### src/hdl/jhbd_pkg.sv
package jhbd_pkg;

	localparam int DC_DEPTH = 16;
	localparam int AC_DEPTH = 256;
	localparam int MAX_LEN  = 16;
	localparam int DC_AW    = $clog2(DC_DEPTH);
	localparam int AC_AW    = $clog2(AC_DEPTH);
	localparam int CNT_W    = 9;

	localparam logic [1:0] KIND_COEF = 2'd0;
	localparam logic [1:0] KIND_END  = 2'd1;
	localparam logic [1:0] KIND_ERR  = 2'd2;

	localparam logic REG_DC_COUNT = 1'b0;
	localparam logic REG_AC_COUNT = 1'b1;

	localparam logic OP_BIT  = 1'b0;
	localparam logic OP_LOAD = 1'b1;

	localparam logic SEL_DC = 1'b0;
	localparam logic SEL_AC = 1'b1;

	typedef enum logic [1:0] {
		PH_DC_CODE  = 2'd0,
		PH_DC_EXTRA = 2'd1,
		PH_AC_CODE  = 2'd2,
		PH_AC_EXTRA = 2'd3
	} phase_t;

	typedef enum logic [1:0] {
		ST_IDLE   = 2'd0,
		ST_SCAN   = 2'd1,
		ST_COMMIT = 2'd2
	} ctrl_state_t;

	typedef struct packed {
		logic [4:0]  len;
		logic [15:0] code;
		logic [7:0]  sym;
	} entry_t;

	typedef struct packed {
		logic load;
		logic take;
		logic scan;
		logic commit;
	} dp_cmd_t;

	typedef struct packed {
		logic need_scan;
		logic scan_done;
		logic res_v;
	} dp_status_t;

endpackage

### src/hdl/jhbd_controller.sv
module jhbd_controller (
	input  logic                 clk,
	input  logic                 arst_n,
	input  logic                 in_valid,
	output logic                 in_ready,
	input  logic                 operation,
	output logic                 out_valid,
	input  logic                 out_ready,
	input  jhbd_pkg::dp_status_t status,
	output jhbd_pkg::dp_cmd_t    cmd
);
	import jhbd_pkg::*;

	ctrl_state_t state_q, state_n;
	logic        out_valid_q, out_free, accept;

	assign out_free = !out_valid_q || out_ready;
	assign accept   = in_valid && state_q == ST_IDLE;

	always_comb begin
		state_n = state_q;
		case (state_q)
			ST_IDLE: begin
				if (accept && operation == OP_BIT) begin
					state_n = status.need_scan ? ST_SCAN : ST_COMMIT;
				end
			end
			ST_SCAN: begin
				if (status.scan_done) state_n = ST_COMMIT;
			end
			ST_COMMIT: begin
				if (!status.res_v || out_free) state_n = ST_IDLE;
			end
			default: state_n = ST_IDLE;
		endcase
	end

	always_comb begin
		cmd = '0;
		in_ready = 1'b0;
		case (state_q)
			ST_IDLE: begin
				in_ready = 1'b1;
				cmd.load = accept && operation == OP_LOAD;
				cmd.take = accept && operation == OP_BIT;
			end
			ST_SCAN: cmd.scan = 1'b1;
			ST_COMMIT: cmd.commit = !status.res_v || out_free;
			default: ;
		endcase
	end

	always_ff @(posedge clk or negedge arst_n) begin
		if (!arst_n) begin
			state_q <= ST_IDLE;
			out_valid_q <= 1'b0;
		end else begin
			state_q <= state_n;
			if (cmd.commit && status.res_v) out_valid_q <= 1'b1;
			else if (out_ready) out_valid_q <= 1'b0;
		end
	end

	assign out_valid = out_valid_q;

endmodule

### config.mk
export PLATFORM = sky130hd
export DESIGN_NAME = jhbd_controller
export DESIGN_NICKNAME = d
export VERILOG_FILES = /design/src/hdl/jhbd_pkg.sv /design/src/hdl/jhbd_controller.sv
export SDC_FILE = /design/constraint.sdc
export NUM_CORES = 1
export LEC_CHECK = 0
export ABC_AREA = 1
export BUFFER_PORTS_ARGS = -buffer_cell sky130_fd_sc_hd__clkbuf_2
export CORE_AREA = 3 3 40 42
export DETAILED_ROUTE_END_ITERATION = 10
export DIE_AREA = 0 0 43 45
export SYNTH_ARGS = -nofsm -noshare
export SYNTH_HDL_FRONTEND = slang
export SYNTH_SLANG_ARGS = --single-unit
### constraint.sdc
create_clock -name clk -period 0.9 [get_ports clk]
set_input_delay 0.18 -clock clk [delete_from_list [all_inputs] [get_ports clk]]
set_output_delay 0.18 -clock clk [all_outputs]
set_load 0.005 [all_outputs]
Word level (Yosys, flattened, before mapping)
Cells that the tools add are included.
{"block": "op_classes", "addsub": 0, "mul": 0, "div": 0, "order_cmp": 0, "n_eq_ne": 5, "shifts": 0, "muxes": 11, "bitwise": 1, "n_reduce_logical": 11}
{"cell": "$mux 2", "n": 5}
{"cell": "$pmux 2 s3", "n": 1}
{"cell": "$mux 1", "n": 5}
{"cell": "$logic_and 1x1->1", "n": 4}
{"cell": "$ne 2x2->1 const B", "n": 2}
{"cell": "$reduce_and 3->1", "n": 1}
{"cell": "$eq 2x1->1 const B", "n": 1}
{"cell": "$eq 2x2->1 const B", "n": 1}
{"cell": "$logic_not 1->1", "n": 2}
{"cell": "$logic_not 2->1", "n": 1}
{"cell": "$logic_or 1x1->1", "n": 2}
{"cell": "$ne 2x1->1 const B", "n": 1}
{"cell": "$reduce_bool 2->1", "n": 1}
{"cell": "$not 1->1", "n": 1}
{"block": "totals", "regBits": 3, "latchBits": 0, "ram_bits": 0, "mem_bits_ro": 0, "wordCells": 30, "memories": 0}

Longest topological paths before layout
{"block": "depth", "depth_word": 6, "depth_mapped": 5, "mapped_depth_nobuf": 5}

Least setup slack after synthesis
No wires, ideal clock.
{"block": "synth_timing", "path_type": "reg2out", "start": "reg state_q[1]", "end": "out cmd[2] (netlist name)", "arrival_ns": 0.783, "t_required_ns": 0.720, "setup_slack_ns": -0.063, "stages_incl_launch_ff": 4, "cell_sequence": "dfrtp_1 nor2_2 nand2_1 nor2_1"}
{"item": "start, declared", "line": "jhbd_controller.sv:14", "text": "ctrl_state_t state_q, state_n;"}
{"item": "start signal, assigned", "line": "jhbd_controller.sv:58", "text": "state_q <= state_n;"}
{"item": "end, declared", "line": "jhbd_controller.sv:10", "text": "output jhbd_pkg::dp_cmd_t cmd"}

==> impl_metrics.yaml <==
yosys:
  yosysWarningCount: 0
  syn_nets: 38
  yosys.cell_count.top_type: "nand2_1"
  netlist_top_cells_count: "8 x nand2_1, 5 x inv_1, 4 x nor2_1"
  post-synth-top-area-fraction_pct: 37.7
  synth_top_flop_cell: "dfrtp_1"
  avgSynthCellArea_um2: 6.63
  synthTopCellsByArea: "dfrtp_1 38%, nand2_1 15%, inv_1 9.4%"
  yosys_register_bits: 3
  synth-seq-area-share_pct: 37.7
  syn_std_cell_area_um2: 199
  synthArstFlopShare_pct: 100
  synth_edf_count: 0
  synthDominantAreaCellType: "dfrtp_1"
  synth_cells: 30
  yosys.cell_types.count: 11
place:
  detailed_place_hpwl_um: 428
  placedInstanceArea_um2: 303
  port_buf_inserts: 13
  finalWeightedCongestion: 0.687
global_routing:
  grt_start_max_net_pins: 5
  grt_pass1_vias: 245
  grt_use_total_pct: 6.50
  globalRoute.totalOverflow: 0
  number_of_antenna_violations_at_the_first_check_in_global_routing: 0
  grt_first_pass_wirelength_um: 890
sta:
  relSlewSlack_pct: 90.2
  period_needed_ps: 1240
  hold_violations: 0
  final.period_utilization_pct: 138
  worst_slack_ps: -339
  setup_violations: 8
  fin_skew_ps: 1.52
  grt_setup_unrepaired: "yes"
  worst_pin_slew_ps: 147
  report.final.slew_viol_count: 0
  fmaxAchievable_ghz: 0.807
critical_path:
  setup.worst_path.class: "reg2out"
  regToRegSetupSlack_ps: -70
  critPathRequiredTime_ps: 720
  timing.critical_path.cells: "nor2_4 -> nand2_2 -> nor2_1 -> buf_2"
  crit_slowest_cell: "dfrtp_2"
  type_of_destination_of_the_critical_path: "primary output"
  critical_path.max_stage_delay_ps: 430
  reg2reg_launch_point: "state_q[0]$_DFFE_PN0P_"
  worstPathArrival_ps: 1060
  cp_max_fo: 3
  startpoint: "state_q[0]$_DFFE_PN0P_"
  startpoint_type: "flop"
drt:
  m1WireLength_um: 232
  average_vias_per_placed_instance: 3.75
  wl_per_cell_um: 7.96
  wirelength_um: 533
  routed-via-count: 251
  detail-route-antenna-nets: 0
  met3_length_um: 35
  met2RoutedLength_um: 266
  remaining_drc_errors: 0
  dr.max_layer_used: "met3"
  initialDrtViolationCount: 0
  drtPass1Iterations: 1
finish:
  fillCellCount: 152
  post-route-util_pct: 29.3
  area_of_the_multi_input_gates_um2: 113
  regArea_um2: 77.6
  post_route_cells_drive_above_1_share_pct: 61.5
  post-route-cell-area_um2: 377
  antenna_cells_inserted: 0
  area.growth.synth_to_final_pct: 89.3
  finalNetCount: 61
die:
  initial_utilization_pct: 15.5
  horiz_die_dim_um: 43
  io_pins: 14
  core_area_um2: 1280
  die_area_um2: 1940
  die-height_um: 45
  rows: 13
cts:
  clock_tree_buf_depth: 2
  cts_inserted_buffers: 3
  clock-sinks: 3
  clk-insertion-delay-late_ps: 230
  root_driver: "clkbuf_4"
  clock_tree_from_tritoncts: "built"
  cts-htree-levels: 1
  cts.clk_slew.worst_paths_ps: 40
power:
  cellPowerDensity_nw_per_um2: 3080
  design_power_total_mw: 1.16
  power.static_leakage_nw: 0.209
  peakVddDrop_uv: 959
run_status:
  failing_checks: "negative setup slack"
  run_status: "finished with violations"
worst_hold_path:
  worstHoldPathType: "in2reg"
  worstHoldStart: "out_ready"
run:
  max_cap_viol_count: 0
## timing repair
item                                    in CTS  in global routing
gates resized for setup                      4                  6
hold endpoints to repair                     3                  0
gates cloned                                 0                  0
buffers inserted                             2                  0
pin swaps                                    3                  1
endpoints found under the setup margin       8                  9
hold buffers                                 1                  0
## registers in the layout, summed over array words and instances (netlist names)
signal     cells
out_valid      1
state_q        2
## kinds of logic (layout without fill, tap and decap cells)
group / count (synthesis) / count (layout) / synth area share [%]
buffers and inverters: 7 / 29 / 13.2
AND/OR/NAND/NOR: 16 / 16 / 37.1
flip-flops: 3 / 3 / 37.7
AO/OA/AOI/OAI: 4 / 4 / 11.9
## layer usage
layer  GRT usage, %  vias to the layer above
li1               -                      134
met1           7.00                      109
met2           10.2                        8
met3           1.20                        0
met4           7.23                        0
met5              0                        -
## cells in the final DEF, fill, tap and decap left out, types with 2 or more instances in the layout
cell type and instances:
nand2_2 2, o21ai_1 2, inv_1 5, dfrtp_2 2, clkbuf_2 10, nor2_1 2, buf_2 2, buf_6 2
nor2_2 3, clkbuf_4 3, buf_4 3, nand2_1 6, inv_2 2
## stage by stage
step | instances | setup slack [ps] | hold slack [ps] | TNS, ps
2_1_floorplan | 30 | -27.7 | -116 | -62.7
3_3_place_gp | 60 | -112 | -19.9 | -542
3_5_place_dp | 60 | -120 | -21.2 | -591
4_1_cts | 67 | -367 | 156 | -2010
5_1_grt | 67 | -411 | 178 | -2250
6_report | 67 | -339 | 178 | -1750
## critical path, delay by kind of cell, from the launching register on
kind | cells | cell delay [ps]
buf+inv | 1 | 110
flops | 1 | 430
simple gates | 3 | 280
## worst paths after layout
kind	end	cells after the start
min in group asynchronous	state_q[0]$_DFFE_PN0P_	2
max in group asynchronous	state_q[1]$_DFFE_PN0P_	2
max	cmd[3]	4
max reg2reg	state_q[1]$_DFFE_PN0P_	6
min	out_valid$_DFFE_PN0P_	2
min reg2reg	out_valid$_DFFE_PN0P_	2
## area by class of cell
cell class / count / area share [%]
tap: 15 / 4.98
multi-input combinational: 20 / 29.9
timing repair buffer: 18 / 30.6
sequential: 3 / 20.6
inverter: 7 / 6.98
clock buffer: 4 / 6.98
## power breakdown
part	internal (mW)	switching, mW	total (mW)	leakage [nW]
registers	0.205	0.0847	0.289	0.0364
clock network	0.166	0.0687	0.235	0.0150
logic	0.349	0.288	0.637	0.158
total	0.720	0.442	1.16	0.209
Note: power is estimated with default switching activity, not from simulation.
